`src/design/sls_pkg.sv`:
```
`timescale 1ns / 1ps
// ----------------------------------------------------------------------------
// Sound level statistics package
// Shared constants, codes, control structs and the threshold function.
// ----------------------------------------------------------------------------
package sls_pkg;

    localparam int HIST_BINS_DEF          = 128;
    localparam int HIST_MIN_DB_DEF        = -120;
    localparam int HIST_STEP_TENTH_DB_DEF = 10;

    localparam logic [15:0] ATTACK_RESET   = 16'd11;
    localparam logic [15:0] DECAY_RESET    = 16'd11;
    localparam logic [23:0] WARMUP_RESET   = 24'd24000;
    localparam logic [23:0] INTERVAL_RESET = 24'd4800;

    // Operation codes
    localparam logic [1:0] OP_SAMPLE = 2'd0;
    localparam logic [1:0] OP_CLEAR  = 2'd1;
    localparam logic [1:0] OP_QUERY  = 2'd2;

    // Query status codes
    localparam logic [1:0] PST_FOUND = 2'd0;
    localparam logic [1:0] PST_EMPTY = 2'd1;
    localparam logic [1:0] PST_NEVER = 2'd2;

    // Configuration register indexes
    localparam logic [1:0] REG_ATTACK   = 2'd0;
    localparam logic [1:0] REG_DECAY    = 2'd1;
    localparam logic [1:0] REG_WARMUP   = 2'd2;
    localparam logic [1:0] REG_INTERVAL = 2'd3;

    localparam logic [31:0] TENTH_DB_DOWN_Q32 = 32'd4197201904;
    localparam logic [31:0] NEVER_THRESHOLD   = 32'hFFFF_FFFF;

    typedef struct packed {
        logic load_in;
        logic do_square;
        logic do_mult;
        logic do_update;
        logic scan_step;
        logic push_read;
        logic push_write;
        logic wipe_step;
        logic clear_stats;
        logic query_start;
        logic query_step;
        logic result_load;
    } cmd_t;

    typedef struct packed {
        logic [1:0] op;
        logic       push_due;
        logic       scan_last;
        logic       idx_last;
        logic       idx_zero;
        logic       entries_zero;
        logic       query_hit;
        logic       out_free;
    } status_t;

    // Power threshold of bin k relative to full scale (2^30), rounded up.
    function automatic logic [31:0] sls_threshold(input int k, input int min_db,
                                                  input int step);
        int          m;
        logic [31:0] d;
        logic [63:0] v;
        logic [63:0] c;
        logic [63:0] t;
        m = 10 * min_db + k * step;
        v = 64'd1 << 62;
        c = {32'd0, TENTH_DB_DOWN_Q32};
        d = 32'(-m);
        if (m > 0)
        begin
            return NEVER_THRESHOLD;
        end
        for (int b = 0; b < 32; b++)
        begin
            if (d[b])
            begin
                v = (v >> 32) * c + (((v & 64'hFFFF_FFFF) * c) >> 32);
            end
            c = (c * c + 64'h8000_0000) >> 32;
        end
        t = (v + 64'hFFFF_FFFF) >> 32;
        if (t < 64'd1)
        begin
            t = 64'd1;
        end
        return t[31:0];
    endfunction

endpackage

```
`src/design/sls_ctrl.sv`:
```
`timescale 1ns / 1ps
// ----------------------------------------------------------------------------
// Sound level statistics controller
// Sequences square, detector update, histogram scan, clear and query steps.
// ----------------------------------------------------------------------------
module sls_ctrl (
    input  logic            clk,
    input  logic            rst_n,
    input  logic            in_valid,
    output logic            in_stall,
    input  sls_pkg::status_t status,
    output sls_pkg::cmd_t   cmd
);
    import sls_pkg::*;

    localparam logic [3:0] S_WIPE    = 4'd0;
    localparam logic [3:0] S_IDLE    = 4'd1;
    localparam logic [3:0] S_SQUARE  = 4'd2;
    localparam logic [3:0] S_MULT    = 4'd3;
    localparam logic [3:0] S_UPDATE  = 4'd4;
    localparam logic [3:0] S_SCAN    = 4'd5;
    localparam logic [3:0] S_PUSH_RD = 4'd6;
    localparam logic [3:0] S_PUSH_WR = 4'd7;
    localparam logic [3:0] S_CLEAR   = 4'd8;
    localparam logic [3:0] S_QSTART  = 4'd9;
    localparam logic [3:0] S_QREAD   = 4'd10;
    localparam logic [3:0] S_QSTEP   = 4'd11;
    localparam logic [3:0] S_DONE    = 4'd12;

    logic [3:0] state_reg;
    logic [3:0] state_next;

    always_ff @(posedge clk or negedge rst_n)
    begin
        if (!rst_n)
        begin
            state_reg <= S_WIPE;
        end
        else
        begin
            state_reg <= state_next;
        end
    end

    assign in_stall = (state_reg != S_IDLE);

    always_comb
    begin
        cmd        = '0;
        state_next = state_reg;
        unique case (state_reg)
            S_WIPE:
            begin
                cmd.wipe_step = 1'b1;
                if (status.idx_last)
                begin
                    state_next = S_IDLE;
                end
            end
            S_IDLE:
            begin
                if (in_valid)
                begin
                    cmd.load_in = 1'b1;
                    unique case (status.op)
                        OP_SAMPLE: state_next = S_SQUARE;
                        OP_CLEAR:  state_next = S_CLEAR;
                        OP_QUERY:  state_next = S_QSTART;
                        default:   state_next = S_DONE;
                    endcase
                end
            end
            S_SQUARE:
            begin
                cmd.do_square = 1'b1;
                state_next    = S_MULT;
            end
            S_MULT:
            begin
                cmd.do_mult = 1'b1;
                state_next  = S_UPDATE;
            end
            S_UPDATE:
            begin
                cmd.do_update = 1'b1;
                state_next    = status.push_due ? S_SCAN : S_DONE;
            end
            S_SCAN:
            begin
                cmd.scan_step = 1'b1;
                if (status.scan_last)
                begin
                    state_next = S_PUSH_RD;
                end
            end
            S_PUSH_RD:
            begin
                cmd.push_read = 1'b1;
                state_next    = S_PUSH_WR;
            end
            S_PUSH_WR:
            begin
                cmd.push_write = 1'b1;
                state_next     = S_DONE;
            end
            S_CLEAR:
            begin
                cmd.wipe_step   = 1'b1;
                cmd.clear_stats = 1'b1;
                if (status.idx_last)
                begin
                    state_next = S_DONE;
                end
            end
            S_QSTART:
            begin
                cmd.query_start = 1'b1;
                state_next      = status.entries_zero ? S_DONE : S_QREAD;
            end
            S_QREAD:
            begin
                state_next = S_QSTEP;
            end
            S_QSTEP:
            begin
                cmd.query_step = 1'b1;
                state_next     = (status.query_hit || status.idx_zero) ? S_DONE : S_QREAD;
            end
            S_DONE:
            begin
                if (status.out_free)
                begin
                    cmd.result_load = 1'b1;
                    state_next      = S_IDLE;
                end
            end
            default:
            begin
                state_next = S_IDLE;
            end
        endcase
    end

endmodule

```
`config.mk`:
```
export PLATFORM = sky130hd
export DESIGN_NAME = sls_ctrl
export DESIGN_NICKNAME = d
export VERILOG_FILES = /design/src/design/sls_pkg.sv /design/src/design/sls_ctrl.sv
export SDC_FILE = /design/constraint.sdc
export NUM_CORES = 1
export LEC_CHECK = 0
export BUFFER_PORTS_ARGS = -buffer_cell sky130_fd_sc_hd__buf_4
export CORE_AREA = 2 2 39 41
export DETAILED_ROUTE_END_ITERATION = 8
export DIE_AREA = 0 0 41 43
export GPL_TIMING_DRIVEN = 0
export PLACE_DENSITY_LB_ADDON = 0.25
export SYNTH_ARGS = -nofsm -noshare
export SYNTH_HDL_FRONTEND = slang
export SYNTH_SLANG_ARGS = --single-unit
```
`constraint.sdc`:
```
create_clock -name clk -period 3.35 [get_ports clk]
set_input_delay 0 -clock clk [delete_from_list [all_inputs] [get_ports clk]]
set_output_delay 0 -clock clk [all_outputs]
set_load 0.02 [all_outputs]
```
==> flow_summary_export.csv, run 1 <==
group,metric,value,unit
yosys,synth_ff_type,"dfrtp_1",
floorplanning,fp.dieArea,1760,um2
clock_tree,cts_tree,"done",
cells_and_area,layout-drive-gt1-share,0.372,
global_routing,grt_max_degree,11,
place,port_buffers,24,
critical_path,path_class,"reg2reg",
power_and_ir_drop,p_sw,0.000303,W
place,pre_cts_ws,1.84,ns
detailed_routing,wirelength,1310,um
cells_and_area,diodes,0,
global_routing,grt_remaining_overflow,0,
floorplanning,pin_count,25,
yosys,ys_top_cells_by_area,"dfrtp_1, a21oi_1, nor3_1",
sta,period_needed,1.54,ns
yosys,synth_warnings,0,
detailed_routing,drc_errors,0,
yosys,syn-cell-area,453,um2
sta,hold_viol,0,
yosys,syn-instance-count,66,
yosys,async_reset_ff_frac,1.00,
sta,slew_viol_final,0,
clock_tree,path_clk_slew,0.04,ns
place,gp_congestion,0.781,
yosys,avgSynthCellArea,6.86,um2
clock_tree,cts_made_buffers,3,
cells_and_area,area_growth,51.4,%
power_and_ir_drop,ir_drop,0.000383,V
global_routing,grt_usage,0.160,
detailed_routing,dr_total_vias,598,
power_and_ir_drop,clkPwrFrac,0.098,
critical_path,cp_max_fo,8,
clock_tree,clock_path_buffers,2,
sta,worst_slew_pin_slew,0.583,ns
clock_tree,cts_max_level,1,
yosys,synth_cell_types,30,
cells_and_area,finalNetCount,108,
detailed_routing,wl_per_cell,11.9,um
critical_path,cp-start-kind,"flop",
yosys,yosysSeqAreaShare,0.221,
yosys,synth_top_cell_area_share,0.221,
yosys,synth_edf_count,0,
hold_path,hold_path.class,"in2async",
yosys,synth-seq-cells,4,
job,drv_cap,0,
sta,finalCritPeriodShare,0.459,
power_and_ir_drop,power.density,872,nW/um2
sta,setup_ws,1.81,ns
floorplanning,rows,14,
sta,slew_headroom,0.608,
critical_path,required,3.42,ns
yosys,synth_nets,78,
power_and_ir_drop,p_int,0.000295,W
sta,tns,0,ns
sta,setup_viol,0,
sta,rsz0062_at_grt,"false",
detailed_routing,ant_nets,0,
place,hpwl,998,um
clock_tree,cts_root_buffer,"clkbuf_4",
detailed_routing,dr.pass1.iters,4,
sta,clock_skew,0.000450,ns
cells_and_area,final_cell_mix,"buf_4, nor2_1, nor3_1, a21oi_1",
power_and_ir_drop,seq_power_share,0.159,
floorplanning,die_h,43,um
clock_tree,clk_latency,0.23,ns
floorplanning,dieWidth,41,um
sta,fmax,651,MHz
cells_and_area,largest_reg_flops,4,
cells_and_area,mostFrequentLayoutCell,"buf_4",
global_routing,grt_pass1_wl,1990,um
critical_path,critPathCaptureType,"flop",
critical_path,crit_arrival,1.61,ns
detailed_routing,via_per_inst,5.44,
power_and_ir_drop,p_leak,0.327,nW
yosys,synth_largest_area_cell,"dfrtp_1",
clock_tree,clock_sinks,4,
floorplanning,core,1380,um2
power_and_ir_drop,swShare,0.506,
global_routing,grt_pass1_vias,493,
power_and_ir_drop,p_comb_frac,0.744,
run_status,outcome,"finished clean",
global_routing,antenna_found_initial,0,
floorplanning,initial_core_util,0.327,
detailed_routing,drt_iter0_drc,11,
-- Yosys cell counts, drive strengths merged, types with 2 or more instances --
master,instances
or3,2
a21oi,7
nor2,9
dfrtp,4
nor3,7
nand2b,3
o22ai,2
nand2,4
buf,4
inv,4
o21ai,4
-- power by group through the flow --
stage / clock [W] / sequential, W / combinational [W]
after floorplan: 0 / 0.0000880 / 0.000315
after global placement: 0 / 0.0000955 / 0.000440
after detailed placement: 0 / 0.0000942 / 0.000440
after CTS: 0.0000598 / 0.0000939 / 0.000443
after global routing: 0.0000653 / 0.0000992 / 0.000479
final: 0.0000584 / 0.0000948 / 0.000444
-- per-stage QoR --
step	total power, W	std cells	util	hold slack (ns)	instance area, um2
after floorplan	0.000403	66	-	-0.296	453
after global placement	0.000536	106	0.472	-0.204	653
after detailed placement	0.000534	106	0.472	-0.202	653
after CTS	0.000597	110	0.495	0.0977	686
after global routing	0.000644	110	0.495	0.0994	686
final	0.000598	110	0.495	0.102	686
-- cell type report --
class,count,area (um2)
tap,16,20.0
buffer,5,25.0
clock buffer,3,22.5
sequential,4,100
multi-input combinational,53,313
timing repair buffer,25,190
fill,156,698
inverter,4,15.0
-- critical path, cell delays in order, from the launching register on --
cell,delay [ns]
dfrtp_1,0.34
clkbuf_2,0.16
a21oi_1,0.13
a31oi_1,0.05
o31ai_1,0.50
o22ai_1,0.18
-- cells by family (layout without fill, tap and decap cells) --
kind of cell	after synthesis	count (layout)	synth area share
flip-flops	4	4	0.221
AND/OR/NAND/NOR	29	29	0.343
buffers and inverters	9	37	0.0884
AO/OA/AOI/OAI	23	23	0.326
multiplexers	1	1	0.0221
-- final timing paths --
| path | startpoint | end | slack (ns) | cells past startpoint |
|---|---|---|---|---|
| min | rst_n | state_reg[1]$_DFFE_PN0P_ | 0.10 | 2 |
| min reg2reg | state_reg[3]$_DFFE_PN0P_ | state_reg[1]$_DFFE_PN0P_ | 0.67 | 2 |
| min in group clk | status[4] | state_reg[3]$_DFFE_PN0P_ | 0.11 | 4 |
| max | state_reg[2]$_DFFE_PN0P_ | state_reg[2]$_DFFE_PN0P_ | 1.81 | 5 |
| max in group asynchronous | rst_n | state_reg[0]$_DFFE_PN0P_ | 3.15 | 2 |
| max reg2reg | state_reg[2]$_DFFE_PN0P_ | state_reg[2]$_DFFE_PN0P_ | 1.81 | 5 |
-- metal layers --
layer,up-vias,GRT usage,wire (um)
li1,296,-,-
met5,-,0,0
met1,274,0.205,522
met4,0,0.0600,0
met2,28,0.259,671
met3,0,0.0209,116
-- timing repair --
item                       CTS  global route
hold buffers                 1             0
gates resized for setup      0             0
buffers inserted             0             0
hold endpoints to repair     4             0
setup endpoints to repair    0             0
No activity file was read; power rests on OpenSTA's default activity.
==> run 2, diff against run 1 <==
Settings changed: ABC_AREA set to 1.
Clock period 3.35 ns to 1.3 ns, I/O delays scaled along.
==> run 2 against run 1 <==
  * Core utilization increased by 5.3 points
  * Combinational power increased to 2.7 times the previous value
  * Clock skew increased by 0.0016 ns
  * Hold slack got worse by 0.035 ns
  * Critical path depth unchanged
  * Final cell count increased by 25%
  * Routed wire length increased by 0.61%
  * Global-route usage decreased by 0.37 points
  * Power increased to 2.7 times the previous value
  * Non-clock buffer count decreased by 4
  * Worst setup slack got worse by 1.8 ns
==> flow_summary_export.csv, run 2 <==
group,metric,value,unit
place,pre_cts_ws,0.0551,ns
yosys,yosysSeqAreaShare,0.199,
clock_tree,cts_max_level,1,
clock_tree,cts_tree,"done",
global_routing,grt_usage,0.157,
clock_tree,clock_path_buffers,2,
sta,worst_slew_pin_slew,0.189,ns
sta,setup_ws,0.0463,ns
clock_tree,path_clk_slew,0.04,ns
critical_path,crit_family,"simple AND/OR/NAND/NOR gates",
global_routing,grt_pass1_wl,1990,um
floorplanning,initial_core_util,0.364,
power_and_ir_drop,power.density,2090,nW/um2
place,gp_congestion,0.846,
clock_tree,clock_sinks,4,
global_routing,grt_remaining_overflow,0,
floorplanning,pin_count,25,
critical_path,worstReg2RegEnd,"state_reg[2]$_DFFE_PN0P_",
run_status,outcome,"finished clean",
yosys,synth_top_cell_area_share,0.199,
critical_path,cp_max_fo,8,
critical_path,required,1.30,ns
global_routing,grt_pass1_vias,535,
detailed_routing,ant_nets,0,
sta,clock_skew,0.00204,ns
cells_and_area,fin_area,759,um2
global_routing,antenna_found_initial,0,
detailed_routing,drt_iter0_drc,10,
yosys,syn-instance-count,94,
critical_path,crit_arrival,1.25,ns
sta,fmax,798,MHz
yosys,synth_nets,106,
yosys,avgSynthCellArea,5.36,um2
yosys,synth_largest_area_cell,"dfrtp_1",
detailed_routing,via_per_inst,4.66,
detailed_routing,dr_total_vias,643,
place,hpwl,1070,um
yosys,synth-seq-cells,4,
job,drv_cap,0,
power_and_ir_drop,power,0.00159,W
critical_path,critPathSlowestCell,"dfrtp_1",
yosys,synth_ff_type,"dfrtp_1",
critical_path,r2r_slack,0.07,ns
floorplanning,core,1380,um2
hold_path,holdPathEnd,"state_reg[3]$_DFFE_PN0P_",
cells_and_area,mostFrequentLayoutCell,"buf_4",
hold_path,worstHoldStart,"status[4]",
sta,slew_viol_final,0,
yosys,synth_warnings,0,
place,post_dp_cell_area,704,um2
hold_path,hold_path.class,"in2reg",
clock_tree,cts_root_buffer,"clkbuf_4",
hold_path,hold_depth,4,
sta,finalCritPeriodShare,0.964,
cells_and_area,diodes,0,
yosys,yosysMostFrequentCell,"nand2_1",
critical_path,cp_slowest_stage_delay,0.36,ns
floorplanning,fp.dieArea,1760,um2
critical_path,ff2ff_path_depth,8,
sta,period_needed,1.25,ns
sta,hold_viol,0,
floorplanning,die_h,43,um
yosys,synth_common_cells,"nand2_1, nor2_1, inv_1, nand2_2",
critical_path,critPathCaptureType,"primary output",
detailed_routing,wl_met2,649,um
clock_tree,post_cts_buffers,0,
detailed_routing,met1_length,600,um
yosys,synth_cell_types,16,
yosys,ys_top_cells_by_area,"dfrtp_1, nand2_1, nor2_1",
detailed_routing,dr.max_layer_used,"met3",
place,port_buffers,24,
clock_tree,cts_made_buffers,3,
sta,slew_headroom,0.874,
cells_and_area,final_cell_mix,"buf_4, nand2_1, nor2_1, inv_1, nand2_2",
floorplanning,rows,14,
detailed_routing,dr.pass1.iters,4,
cells_and_area,largest_reg_flops,4,
yosys,synth_edf_count,0,
power_and_ir_drop,p_leak,0.439,nW
yosys,syn-cell-area,504,um2
global_routing,grt_max_degree,9,
sta,setup_viol,0,
critical_path,path_cells,"buf_6, nor2_2, nand2_2, nor2_1, buf_4",
critical_path,path_class,"reg2out",
critical_path,r2r_start,"state_reg[3]$_DFFE_PN0P_",
cells_and_area,finalNetCount,136,
sta,rsz0062_at_grt,"true",
yosys,async_reset_ff_frac,1.00,
detailed_routing,wirelength,1320,um
sta,timing.hold.ws,0.0674,ns
detailed_routing,wl_met3,69,um
critical_path,cp-start-kind,"flop",
power_and_ir_drop,ir_drop,0.000872,V
cells_and_area,area_growth,50.6,%
cells_and_area,layout-drive-gt1-share,0.426,
critical_path,crit_buf_inv,2,
floorplanning,dieWidth,41,um
detailed_routing,wl_per_cell,9.55,um
clock_tree,clk_latency,0.23,ns
detailed_routing,drc_errors,0,
[run 2: cell count changes after synthesis, moves of 2 or more]
cell and change:
a21oi_1 -6, buf_2 -4, inv_1 +11, inv_2 +5
nand2_1 +19, nand2_2 +8, nand2b_1 -2, nand3_1 +4
nand4_1 +2, nor2_1 +9, nor2_2 +5, nor3_1 -6
o22ai_1 -2
[run 2: power by group]
group,internal (W),switching (W),total (W)
clock network,0.000103,0.0000445,0.000147
logic,0.000433,0.000745,0.00118
registers,0.000189,0.0000740,0.000263
[run 2: kinds of logic after synthesis]
family / count (synthesis) / share of synthesized area
and+or+nand+nor: 63 / 0.566
DFF: 4 / 0.199
AOI/OAI and AO/OA: 6 / 0.0645
buffers and inverters: 21 / 0.171
[run 2: worst max-delay path by stage]
stage / from / end / slack [ns] / cells past startpoint
after global routing: state_reg[2]$_DFFE_PN0P_ / cmd[11] / -0.02 / 5
after floorplan: state_reg[2]$_DFFE_PN0P_ / state_reg[1]$_DFFE_PN0P_ / 0.03 / 8
after detailed placement: state_reg[1]$_DFFE_PN0P_ / state_reg[2]$_DFFE_PN0P_ / 0.06 / 6
final: state_reg[2]$_DFFE_PN0P_ / cmd[11] / 0.05 / 5
after CTS: state_reg[1]$_DFFE_PN0P_ / cmd[3] / 0.03 / 4
after global placement: state_reg[1]$_DFFE_PN0P_ / state_reg[2]$_DFFE_PN0P_ / 0.08 / 6
[run 2: worst register-to-register path, stage by stage (launching register included)]
cell	delay (ns)
dfrtp_1	0.42
inv_2	0.13
nand2_2	0.12
nor2_4	0.13
nand2_2	0.06
nand2_2	0.08
nor2_2	0.05
nand2_1	0.07
nand2_1	0.05
[run 2: timing repair]
item / CTS / global route
endpoints found under the hold margin: 4 / 0
pin swaps: 0 / 1
endpoints found under the setup margin: 1 / 6
gates resized for setup: 1 / 7
hold buffers: 1 / 0
[run 2: stage by stage]
step | std cells | util | setup TNS (ns)
finish | 138 | 0.549 | 0
global route | 138 | 0.549 | -0.0291
CTS | 138 | 0.534 | 0
detailed placement | 134 | 0.509 | 0
global placement | 134 | 0.509 | 0
floorplan | 94 | - | 0
[run 2: area by class of cell]
cell class                 instances  area [um2]
fill                             146         624
multi-input combinational         69         338
timing repair buffer              25         190
sequential                         4         103
inverter                          20        75.1
clock buffer                       3        22.5
tap                               16        20.0
buffer                             1        11.3
[run 2: per-layer routing]
metal	track usage	up-vias
met1	0.213	285
met4	0.0400	0
met3	0	0
met2	0.263	19
li1	-	339
met5	0	-
